### config.mk
export PLATFORM = sky130hd
export DESIGN_NAME = open_addressing_hash_table
export DESIGN_NICKNAME = d
export VERILOG_FILES = /design/src/rtl/oaht_pkg.sv /design/src/rtl/oaht_ram.sv /design/src/rtl/oaht_front.sv /design/src/rtl/oaht_fifo.sv /design/src/rtl/oaht_back.sv /design/src/rtl/open_addressing_hash_table.sv
export SDC_FILE = /design/constraint.sdc
export NUM_CORES = 2
export LEC_CHECK = 0
export CORE_MARGIN = 2
export CORE_UTILIZATION = 45
export CTS_CLUSTER_SIZE = 28
export DETAILED_ROUTE_END_ITERATION = 6
export DONT_BUFFER_PORTS = 1
export GPL_TIMING_DRIVEN = 0
export PLACE_DENSITY_LB_ADDON = 0.15
export SLEW_MARGIN = 20
export SYNTH_ARGS = -nofsm -noshare
export SYNTH_HDL_FRONTEND = slang
export SYNTH_MEMORY_MAX_BITS = 65536
export SYNTH_SLANG_ARGS = --single-unit
### constraint.sdc
create_clock -name clk -period 5.75 [get_ports clk]
set_input_delay 0.8625 -clock clk [delete_from_list [all_inputs] [get_ports clk]]
set_output_delay 0.8625 -clock clk [all_outputs]
set_load 0.05 [all_outputs]
### src/rtl/oaht_pkg.sv
// Shared types, constants and helpers for the open-addressing hash table.
// No dependencies; every other file but oaht_ram refers to this package by scoped names.
`default_nettype none

package oaht_pkg;

  localparam int KEY_W  = 31;
  localparam int MW     = 8;   // width of modular quantities (m <= 255)
  localparam int SLOT_W = 7;
  localparam int WORD_W = 32;
  localparam logic [WORD_W-1:0] EMPTY_MARK = '1;

  localparam logic [1:0] REQ_INSERT = 2'd0;
  localparam logic [1:0] REQ_SEARCH = 2'd1;
  localparam logic [1:0] REQ_DELETE = 2'd2;
  localparam logic [1:0] REQ_RSVD   = 2'd3;

  localparam logic [1:0] ST_DONE      = 2'd0;
  localparam logic [1:0] ST_NOT_FOUND = 2'd1;
  localparam logic [1:0] ST_FULL      = 2'd2;

  localparam logic [1:0] CFG_MODE = 2'd0;
  localparam logic [1:0] CFG_SIZE = 2'd1;
  localparam logic [1:0] CFG_LIN  = 2'd2;
  localparam logic [1:0] CFG_QUAD = 2'd3;

  typedef struct packed {
    logic [1:0]       req_type;
    logic [KEY_W-1:0] key;
  } req_t;

  typedef struct packed {
    logic [1:0]        status;
    logic [SLOT_W-1:0] slot;
  } rsp_t;

  typedef struct packed {
    logic       probe_mode;
    logic [7:0] table_size;
    logic [9:0] lin_coef;
    logic [9:0] quad_coef;
  } cfg_t;

  // One classified request, ready for the probe walk.
  typedef struct packed {
    logic [1:0]       req_type;
    logic [KEY_W-1:0] key;
    logic [MW-1:0]    m;
    logic [MW-1:0]    base;  // first probe slot
    logic [MW-1:0]    d0;    // first probe step
    logic [MW-1:0]    dd;    // step increment (0 for double hashing)
  } job_t;

  typedef enum logic [1:0] {F_IDLE, F_DIV, F_PUSH} front_state_t;
  typedef enum logic [1:0] {B_CLEAR, B_IDLE, B_PROBE, B_DONE} back_state_t;

  typedef logic [MW-1:0] prime_tab_t [256];

  // Largest prime strictly below m (1 counted as prime), built by a sieve.
  function automatic prime_tab_t build_prime_tab();
    prime_tab_t tab;
    logic comp [256];
    int best;
    for (int v = 0; v < 256; v++) comp[v] = 1'b0;
    for (int p = 2; p < 256; p++) begin
      for (int q = p + p; q < 256; q = q + p) comp[q] = 1'b1;
    end
    best = 1;
    for (int v = 0; v < 256; v++) begin
      tab[v] = MW'(best);
      if (v >= 2 && !comp[v]) best = v;
    end
    return tab;
  endfunction

  localparam prime_tab_t PRIME_BELOW = build_prime_tab();

  // (a + b) mod m for a, b < m.
  function automatic logic [MW-1:0] mod_add(logic [MW-1:0] a, logic [MW-1:0] b,
                                            logic [MW-1:0] m);
    logic [MW:0] s;
    s = {1'b0, a} + {1'b0, b};
    if (s >= {1'b0, m}) s = s - {1'b0, m};
    return s[MW-1:0];
  endfunction

endpackage

`default_nettype wire

### src/rtl/oaht_ram.sv
// Generic simple dual-port RAM, one write and one registered read port.
// No dependencies.
`default_nettype none

module oaht_ram #(
  parameter int WIDTH = 32,
  parameter int DEPTH = 128
) (
  input  wire logic                     clk,
  input  wire logic                     we,
  input  wire logic [$clog2(DEPTH)-1:0] waddr,
  input  wire logic [WIDTH-1:0]         wdata,
  input  wire logic [$clog2(DEPTH)-1:0] raddr,
  output logic      [WIDTH-1:0]         rdata
);

  logic [WIDTH-1:0] mem [DEPTH];

  always_ff @(posedge clk) begin
    if (we) mem[waddr] <= wdata;
    rdata <= mem[raddr];
  end

endmodule

`default_nettype wire

### src/rtl/oaht_front.sv
// Front end: accepts requests, reduces key and coefficients modulo m and R
// with a bit-serial divider, and hands a job to the queue. Uses oaht_pkg.
`default_nettype none

module oaht_front #(
  parameter int TABLE_DEPTH = 128
) (
  input  wire logic               clk,
  input  wire logic               rst,
  input  wire logic               enable,
  input  wire logic               in_valid,
  output logic                    in_stall,
  input  wire oaht_pkg::req_t     in_data,
  input  wire oaht_pkg::cfg_t     cfg,
  output logic                    job_valid,
  input  wire logic               job_ready,
  output oaht_pkg::job_t          job
);

  localparam int NL = 4;  // key mod m, key mod R, c1 mod m, c2 mod m

  oaht_pkg::front_state_t state, state_next;
  oaht_pkg::req_t         cur;
  logic [oaht_pkg::MW-1:0]    m, r;
  logic [oaht_pkg::MW-1:0]    m_eff;
  logic [oaht_pkg::KEY_W-1:0] dvd [NL];
  logic [oaht_pkg::MW-1:0]    rem [NL];
  logic [oaht_pkg::MW-1:0]    rem_next [NL];
  logic [4:0]                 cnt;
  logic                       accept;
  logic [oaht_pkg::MW-1:0]    step, d_quad, dd_quad;

  always_comb begin
    if (cfg.table_size < 8'd2) m_eff = oaht_pkg::MW'(2);
    else if (int'(cfg.table_size) > TABLE_DEPTH) m_eff = oaht_pkg::MW'(TABLE_DEPTH);
    else m_eff = cfg.table_size;
  end

  assign accept = in_valid && !in_stall;

  // one quotient bit per cycle in each lane
  always_comb begin
    logic [oaht_pkg::MW:0] t;
    logic [oaht_pkg::MW:0] dv;
    for (int l = 0; l < NL; l++) begin
      t  = {rem[l], dvd[l][oaht_pkg::KEY_W-1]};
      dv = {1'b0, (l == 1) ? r : m};
      if (t >= dv) t = t - dv;
      rem_next[l] = t[oaht_pkg::MW-1:0];
    end
  end

  assign step    = r - rem[1];
  assign d_quad  = oaht_pkg::mod_add(rem[2], rem[3], m);
  assign dd_quad = oaht_pkg::mod_add(rem[3], rem[3], m);

  always_comb begin
    job.req_type = cur.req_type;
    job.key      = cur.key;
    job.m        = m;
    job.base     = rem[0];
    job.d0       = cfg.probe_mode ? step : d_quad;
    job.dd       = cfg.probe_mode ? '0 : dd_quad;
  end

  always_comb begin
    state_next = state;
    case (state)
      oaht_pkg::F_IDLE: if (accept) state_next = oaht_pkg::F_DIV;
      oaht_pkg::F_DIV:  if (cnt == 5'(oaht_pkg::KEY_W - 1)) state_next = oaht_pkg::F_PUSH;
      oaht_pkg::F_PUSH: if (job_ready) state_next = oaht_pkg::F_IDLE;
      default:          state_next = oaht_pkg::F_IDLE;
    endcase
  end

  always_comb begin
    in_stall  = !(state == oaht_pkg::F_IDLE && enable);
    job_valid = (state == oaht_pkg::F_PUSH);
  end

  always_ff @(posedge clk) begin
    if (rst) state <= oaht_pkg::F_IDLE;
    else     state <= state_next;
  end

  always_ff @(posedge clk) begin
    if (accept) begin
      cur    <= in_data;
      m      <= m_eff;
      r      <= oaht_pkg::PRIME_BELOW[m_eff];
      dvd[0] <= in_data.key;
      dvd[1] <= in_data.key;
      dvd[2] <= oaht_pkg::KEY_W'(cfg.lin_coef);
      dvd[3] <= oaht_pkg::KEY_W'(cfg.quad_coef);
      for (int l = 0; l < NL; l++) rem[l] <= '0;
      cnt    <= '0;
    end else if (state == oaht_pkg::F_DIV) begin
      for (int l = 0; l < NL; l++) begin
        rem[l] <= rem_next[l];
        dvd[l] <= {dvd[l][oaht_pkg::KEY_W-2:0], 1'b0};
      end
      cnt <= cnt + 5'd1;
    end
  end

endmodule

`default_nettype wire

### src/rtl/oaht_fifo.sv
// Two-entry job queue between front and back end. Uses oaht_pkg.
`default_nettype none

module oaht_fifo (
  input  wire logic           clk,
  input  wire logic           rst,
  input  wire logic           push,
  input  wire oaht_pkg::job_t push_data,
  input  wire logic           pop,
  output oaht_pkg::job_t      head,
  output logic                full,
  output logic                empty
);

  oaht_pkg::job_t entry [2];
  logic       wptr, rptr;
  logic [1:0] count;

  assign full  = (count == 2'd2);
  assign empty = (count == 2'd0);
  assign head  = entry[rptr];

  always_ff @(posedge clk) begin
    if (rst) begin
      wptr  <= 1'b0;
      rptr  <= 1'b0;
      count <= 2'd0;
    end else begin
      if (push) wptr <= !wptr;
      if (pop)  rptr <= !rptr;
      count <= count + 2'(push) - 2'(pop);
    end
  end

  always_ff @(posedge clk) begin
    if (push) entry[wptr] <= push_data;
  end

endmodule

`default_nettype wire

### src/rtl/oaht_back.sv
// Back end: clears the slot store after reset, walks probe sequences with one
// read issued per cycle, updates the store and holds the result. Uses oaht_pkg, oaht_ram.
`default_nettype none

module oaht_back #(
  parameter int TABLE_DEPTH = 128
) (
  input  wire logic           clk,
  input  wire logic           rst,
  input  wire oaht_pkg::job_t job,
  input  wire logic           job_valid,
  output logic                job_pop,
  output logic                clearing,
  output logic                out_valid,
  input  wire logic           out_stall,
  output oaht_pkg::rsp_t      out_data
);

  localparam int AW = $clog2(TABLE_DEPTH);

  oaht_pkg::back_state_t state, state_next;
  oaht_pkg::job_t          cur;
  oaht_pkg::rsp_t          res;
  logic [oaht_pkg::MW-1:0] pos, d, iss, ev_slot;
  logic                    ev_valid, ev_last;
  logic [AW-1:0]           clr_idx;
  logic                    we;
  logic [AW-1:0]           waddr;
  logic [oaht_pkg::WORD_W-1:0] wdata, rdata;
  logic                    match, miss_end, issue, out_load;

  oaht_ram #(.WIDTH(oaht_pkg::WORD_W), .DEPTH(TABLE_DEPTH)) u_store (
    .clk  (clk),
    .we   (we),
    .waddr(waddr),
    .wdata(wdata),
    .raddr(AW'(pos)),
    .rdata(rdata)
  );

  always_comb begin
    if (cur.req_type == oaht_pkg::REQ_INSERT)
      match = ev_valid && (rdata == oaht_pkg::EMPTY_MARK);
    else
      match = ev_valid && (rdata == {1'b0, cur.key});
  end

  assign miss_end = ev_valid && !match && ev_last;
  assign issue    = (iss < cur.m);
  assign out_load = (state == oaht_pkg::B_DONE) && (!out_valid || !out_stall);

  always_comb begin
    state_next = state;
    case (state)
      oaht_pkg::B_CLEAR:
        if (clr_idx == AW'(TABLE_DEPTH - 1)) state_next = oaht_pkg::B_IDLE;
      oaht_pkg::B_IDLE:
        if (job_valid) begin
          if (job.req_type == oaht_pkg::REQ_RSVD) state_next = oaht_pkg::B_DONE;
          else state_next = oaht_pkg::B_PROBE;
        end
      oaht_pkg::B_PROBE:
        if (match || miss_end) state_next = oaht_pkg::B_DONE;
      oaht_pkg::B_DONE:
        if (out_load) state_next = oaht_pkg::B_IDLE;
      default: state_next = oaht_pkg::B_CLEAR;
    endcase
  end

  always_comb begin
    job_pop  = (state == oaht_pkg::B_IDLE) && job_valid;
    clearing = (state == oaht_pkg::B_CLEAR);
    we       = 1'b0;
    waddr    = clr_idx;
    wdata    = oaht_pkg::EMPTY_MARK;
    case (state)
      oaht_pkg::B_CLEAR: we = 1'b1;
      oaht_pkg::B_PROBE: begin
        waddr = AW'(ev_slot);
        if (match && cur.req_type != oaht_pkg::REQ_SEARCH) begin
          we = 1'b1;
          if (cur.req_type == oaht_pkg::REQ_INSERT) wdata = {1'b0, cur.key};
        end
      end
      default: we = 1'b0;
    endcase
  end

  always_ff @(posedge clk) begin
    if (rst) begin
      state     <= oaht_pkg::B_CLEAR;
      clr_idx   <= '0;
      out_valid <= 1'b0;
    end else begin
      state <= state_next;
      if (state == oaht_pkg::B_CLEAR) clr_idx <= clr_idx + AW'(1);
      if (out_load) out_valid <= 1'b1;
      else if (!out_stall) out_valid <= 1'b0;
    end
  end

  always_ff @(posedge clk) begin
    if (out_load) out_data <= res;
    if (job_pop) begin
      cur      <= job;
      pos      <= job.base;
      d        <= job.d0;
      iss      <= '0;
      ev_valid <= 1'b0;
      ev_last  <= 1'b0;
      res      <= '{status: oaht_pkg::ST_NOT_FOUND, slot: '0};
    end else if (state == oaht_pkg::B_PROBE) begin
      // reads run one ahead of the compare; a read past the hit is dropped
      ev_valid <= issue;
      if (issue) begin
        pos     <= oaht_pkg::mod_add(pos, d, cur.m);
        d       <= oaht_pkg::mod_add(d, cur.dd, cur.m);
        iss     <= iss + oaht_pkg::MW'(1);
        ev_slot <= pos;
        ev_last <= (iss == cur.m - oaht_pkg::MW'(1));
      end
      if (match)
        res <= '{status: oaht_pkg::ST_DONE, slot: ev_slot[oaht_pkg::SLOT_W-1:0]};
      else if (miss_end)
        res <= '{status: (cur.req_type == oaht_pkg::REQ_INSERT) ? oaht_pkg::ST_FULL
                                                                 : oaht_pkg::ST_NOT_FOUND,
                 slot: '0};
    end
  end

endmodule

`default_nettype wire

### src/rtl/open_addressing_hash_table.sv
// Top level of the open-addressing hash table: configuration registers,
// front end, job queue and back end. Uses oaht_pkg, oaht_front, oaht_fifo, oaht_back.
//
// Usage:
//   Requests (insert, search, delete of a 31-bit key) enter on in_valid/in_stall;
//   each yields one response (status, slot) on out_valid/out_stall.
//   Registers are written on cfg_valid/cfg_ready (always ready) by index:
//   0 probe mode, 1 table size, 2 linear coefficient, 3 square coefficient.
//   Write them only while no request is in flight.
//   The front holds a request through accept, 31 divider bit steps and hand-off;
//   the back end then pops the job, issues one store read per cycle (at most m
//   reads, each compared in the cycle after it is issued) and loads the response
//   once the output register is free. The front takes a new request only after
//   handing off the last one, and it can divide while the back end walks the
//   previous probe sequence through the single store read port.
//   After reset the back end clears the store, one slot per cycle, and in_stall
//   is high during that pass.
//   When out_stall is high the response is held; the back end waits with the next
//   result, while the front and the two-entry queue take requests until full.
`default_nettype none

module open_addressing_hash_table #(
  parameter int TABLE_DEPTH = 128
) (
  input  wire logic           clk,
  input  wire logic           rst,
  input  wire logic           in_valid,
  output logic                in_stall,
  input  wire oaht_pkg::req_t in_data,
  output logic                out_valid,
  input  wire logic           out_stall,
  output oaht_pkg::rsp_t      out_data,
  input  wire logic           cfg_valid,
  output logic                cfg_ready,
  input  wire logic [1:0]     cfg_index,
  input  wire logic [9:0]     cfg_data
);

  oaht_pkg::cfg_t cfg;
  oaht_pkg::job_t job_in, job_head;
  logic job_valid, q_full, q_empty, q_push, q_pop, clearing;

  assign cfg_ready = 1'b1;

  always_ff @(posedge clk) begin
    if (rst) begin
      cfg.probe_mode <= 1'b0;
      cfg.table_size <= 8'd16;
      cfg.lin_coef   <= 10'd1;
      cfg.quad_coef  <= 10'd1;
    end else if (cfg_valid && cfg_ready) begin
      case (cfg_index)
        oaht_pkg::CFG_MODE: cfg.probe_mode <= cfg_data[0];
        oaht_pkg::CFG_SIZE: cfg.table_size <= cfg_data[7:0];
        oaht_pkg::CFG_LIN:  cfg.lin_coef   <= cfg_data;
        oaht_pkg::CFG_QUAD: cfg.quad_coef  <= cfg_data;
        default: ;
      endcase
    end
  end

  oaht_front #(.TABLE_DEPTH(TABLE_DEPTH)) u_front (
    .clk      (clk),
    .rst      (rst),
    .enable   (!clearing),
    .in_valid (in_valid),
    .in_stall (in_stall),
    .in_data  (in_data),
    .cfg      (cfg),
    .job_valid(job_valid),
    .job_ready(!q_full),
    .job      (job_in)
  );

  assign q_push = job_valid && !q_full;

  oaht_fifo u_queue (
    .clk      (clk),
    .rst      (rst),
    .push     (q_push),
    .push_data(job_in),
    .pop      (q_pop),
    .head     (job_head),
    .full     (q_full),
    .empty    (q_empty)
  );

  oaht_back #(.TABLE_DEPTH(TABLE_DEPTH)) u_back (
    .clk      (clk),
    .rst      (rst),
    .job      (job_head),
    .job_valid(!q_empty),
    .job_pop  (q_pop),
    .clearing (clearing),
    .out_valid(out_valid),
    .out_stall(out_stall),
    .out_data (out_data)
  );

  a_no_accept_while_clearing: assert property (@(posedge clk) disable iff (rst)
    clearing |-> in_stall) else $error("request accepted during store clear");

  a_slot_zero_on_fail: assert property (@(posedge clk) disable iff (rst)
    (out_valid && out_data.status != oaht_pkg::ST_DONE) |-> (out_data.slot == '0))
    else $error("nonzero slot on failed request");

  a_queue_no_overflow: assert property (@(posedge clk) disable iff (rst)
    q_full |-> !q_push) else $error("job queue overflow");

  a_no_pop_empty: assert property (@(posedge clk) disable iff (rst)
    q_pop |-> !q_empty) else $error("job queue underflow");

endmodule

`default_nettype wire
==> impl_metrics.tcl <==
set metrics [dict create \
    synthTopCellsByArea "edfxtp_1, mux4_2, mux2_2" \
    dp_hpwl_mm 337 \
    grt_usage_pct 23.6 \
    gp_congestion 0.967 \
    ant_nets 0 \
    synth.avg_cell_area_sq_um 21.7 \
    clk_pin_slew_ns 0.06 \
    crit_arrival_ns 6.68 \
    critPathCaptureType "register" \
    fin_ws_ns -0.0930 \
    grt_overflow_total 0 \
    cp_max_fo 10 \
    switchingPower_mw 13.1 \
    powerDensity_mw_per_mm2 319 \
    crit_chain "buf_2 > buf_2 > clkdlybuf4s15_1 > clkbuf_1 > mux4_2 > mux2_2 > o22ai_1 > nor4_2 > o21ai_0 > nor3_1" \
    yosysSeqAreaShare_pct 76.2 \
    yosys.area.top_type "edfxtp_1" \
    ys_types 74 \
    critPathLaunch "u_back.pos[1]$_DFFE_PP_" \
    die_w_microns 635 \
    clk-insertion-delay-late_ns 1.02 \
    layout-drive-gt1-share_pct 28.2 \
    hp-start "in_data[16]" \
    p_int_mw 53.4 \
    drv_cap 0 \
    start_util_pct 45.3 \
    grt_pass1_vias 89112 \
    seq_power_share_pct 54.5 \
    yosysTopAreaCellShare_pct 75.0 \
    combPwrFrac_pct 0.7 \
    synth.most_common_cell "edfxtp_1" \
    drt_iter0_markers 9929 \
    hold_viol 0 \
    syn-cell-area_sq_mm 0.179 \
    startpoint_type "register" \
    antenna_found_initial 41 \
    cts_root_buf "clkbuf_16" \
    clkPwrFrac_pct 44.7 \
    switching_share_pct 19.6 \
    r2r-start "u_back.pos[1]$_DFFE_PP_" \
    p_leak_nw 75.9 \
    ys_dominant_reg_cell "edfxtp_1" \
    crit_required_ns 6.58 \
    ir_drop_mv 0.299 \
    grt_max_degree 138 \
    cts_made_buffers 470 \
    netlist_instances 8282 \
    grt_pass1_wl_mm 672 \
    cp.buffers_inverters 4 \
    worstMarginPinSlew_ns 1.31 \
    clock_path_buffers 4 \
    synthesis.nets 8456 \
    dieArea_sq_mm 0.404 \
    cpPeakStageDelay_ns 0.85 \
    violations "DRC, setup timing" \
    via_per_inst 5.92 \
    pre_cts_slack_ns -0.313 \
    finalMaxSlewViolations 0 \
    fillCellCount 30392 \
    post_cts_buffers 0 \
    drc 13 \
    crit_family "buffers and inverters" \
    slew_headroom_pct 11.6 \
    port_buffers 0 \
    synth_seq_cells 4583 \
    h-tree-depth 5 \
    synthToLayoutAreaGrowth_pct 16.3 \
    critPathSlowestCell "clkdlybuf4s15_1" \
    final_area_sq_mm 0.209 \
    die_y_microns 635 \
    finalSetupViolCount 2 \
    rows 231 \
    timing.final.crit_share_pct 102 \
    vias 87207 \
    crit_path_frequent_cell "buf_2" \
    skew_ns 0.0547 \
    wirelength_mm 480 \
    core_region_area_sq_mm 0.396 \
    wire_per_inst_microns 32.5 \
    max_freq_mhz 171 \
    io_pins 62 \
    yosysWarnings 0 \
    rsz0062_at_grt "false" \
    synth_async_sr_flop_share_pct 0 \
    layout.nets 9244 \
    clock_sinks 4583 \
    min_path_type "primary input to register" \
    synth_edf_count 4479 \
    place_area_sq_mm 0.193 \
    critical_path_class "register to register" \
    yosys-top-cells-count "edfxtp_1, mux4_2, nor2_1" \
    cts_tree "built" \
    dr.pass1.iters 7 \
    min_period_ns 5.84 \
    status "finished with violations" \
]
[power groups by stage]
stage	logic [mW]	clock network, mW	registers [mW]
6_report	0.493	29.7	36.2
5_1_grt	0.525	31.5	36.2
4_1_cts	0.489	30.2	36.2
3_5_place_dp	0.456	0	36.9
3_3_place_gp	0.376	0	36.9
2_1_floorplan	0.237	0	36.9
[per-stage QoR]
| stage | hold slack [ns] | total power, mW | setup TNS (ns) | instances | utilization [%] |
|---|---|---|---|---|---|
| 4_1_cts | 0.000345 | 67.0 | 0 | 14704 | 52.6 |
| 2_1_floorplan | 0.409 | 37.2 | 0 | 8282 | - |
| 3_3_place_gp | 0.430 | 37.3 | -8851.73 | 13524 | 46.9 |
| 6_report | 0.0865 | 66.5 | -0.120 | 14736 | 52.6 |
| 3_5_place_dp | 0.430 | 37.4 | -0.468 | 13796 | 48.7 |
| 5_1_grt | 0.0493 | 68.3 | 0 | 14724 | 52.6 |
[layout by cell type, fill, tap and decap left out, types with 87 or more instances in the layout]
cell	instances
inv_1	108
clkbuf_1	348
edfxtp_1	4479
ha_1	112
o22ai_1	109
mux2_2	276
nor3_1	87
mux2i_1	116
clkinv_1	120
nor2_1	175
dfxtp_1	104
mux4_2	1152
a21oi_1	99
o21ai_0	102
buf_2	103
nand2_1	156
nor2_4	128
buf_16	123
clkbuf_16	473
[registers in the layout, summed over array words and instances, names as in the netlist, 9 cells and up, named ones only]
register	count
u_queue.entry	130
u_back.u_store.rdata	32
u_front.job	33
u_back.cur	49
u_front.rem	32
u_back.res	9
u_back.out_data	9
u_front.dvd	93
cfg	29
u_back.u_store.mem	4096
[final timing paths]
| check | endpoint | slack, ns | depth (start not counted) |
|---|---|---|---|
| min | u_front.dvd[0][16]$_DFFE_PP_ | 0.09 | 1 |
| max | u_back.u_store.rdata[4]$_DFF_P_ | -0.09 | 10 |
| min reg2reg | u_queue.entry[1][40]$_DFFE_PP_ | 0.44 | 0 |
| max reg2reg | u_back.u_store.rdata[4]$_DFF_P_ | -0.09 | 10 |
[layout make-up]
type | instances | area (sq um) | share of cell area [%]
Sequential cell | 4583 | 137000 | 65.5
Multi-Input combinational cell | 3177 | 42000 | 20.1
Clock buffer | 593 | 12300 | 5.90
Tap cell | 5242 | 6560 | 3.14
Timing Repair Buffer | 317 | 6340 | 3.04
Clock inverter | 271 | 2600 | 1.24
Buffer | 413 | 1760 | 0.845
Inverter | 108 | 405 | 0.194
Antenna cell | 32 | 80.1 | 0.0384
[routing by layer]
metal	GRT usage [%]	vias to the layer above	share of wire, %
met2	38.7	3221	49
met1	31.6	46899	40
li1	-	36416	-
met3	4.78	667	7.7
met5	0.0118	-	0.0035
met4	7.86	4	3.8
[timing repair]
action                                 in CTS  in global routing
cloned                                      0                  0
pin swaps                                   0                  0
endpoints found under the hold margin      78                  0
gates resized for setup                     5                  2
hold buffers                               45                  0
setup endpoints to repair                   6                  2
[kinds of logic (layout without fill, tap and decap cells)]
family,Yosys count,in the layout,share of synthesized area (%)
AOI/OAI and AO/OA,569,569,2.19
xor gates and xnor gates,79,79,0.386
adders and majority gates,124,124,0.915
buffers and inverters,522,1702,1.18
DFF,4583,4583,76.2
muxes,1544,1544,16.8
other,2,34,0.00419
and+or+nand+nor,859,859,2.32
Note: power is estimated with default switching activity, not from simulation.
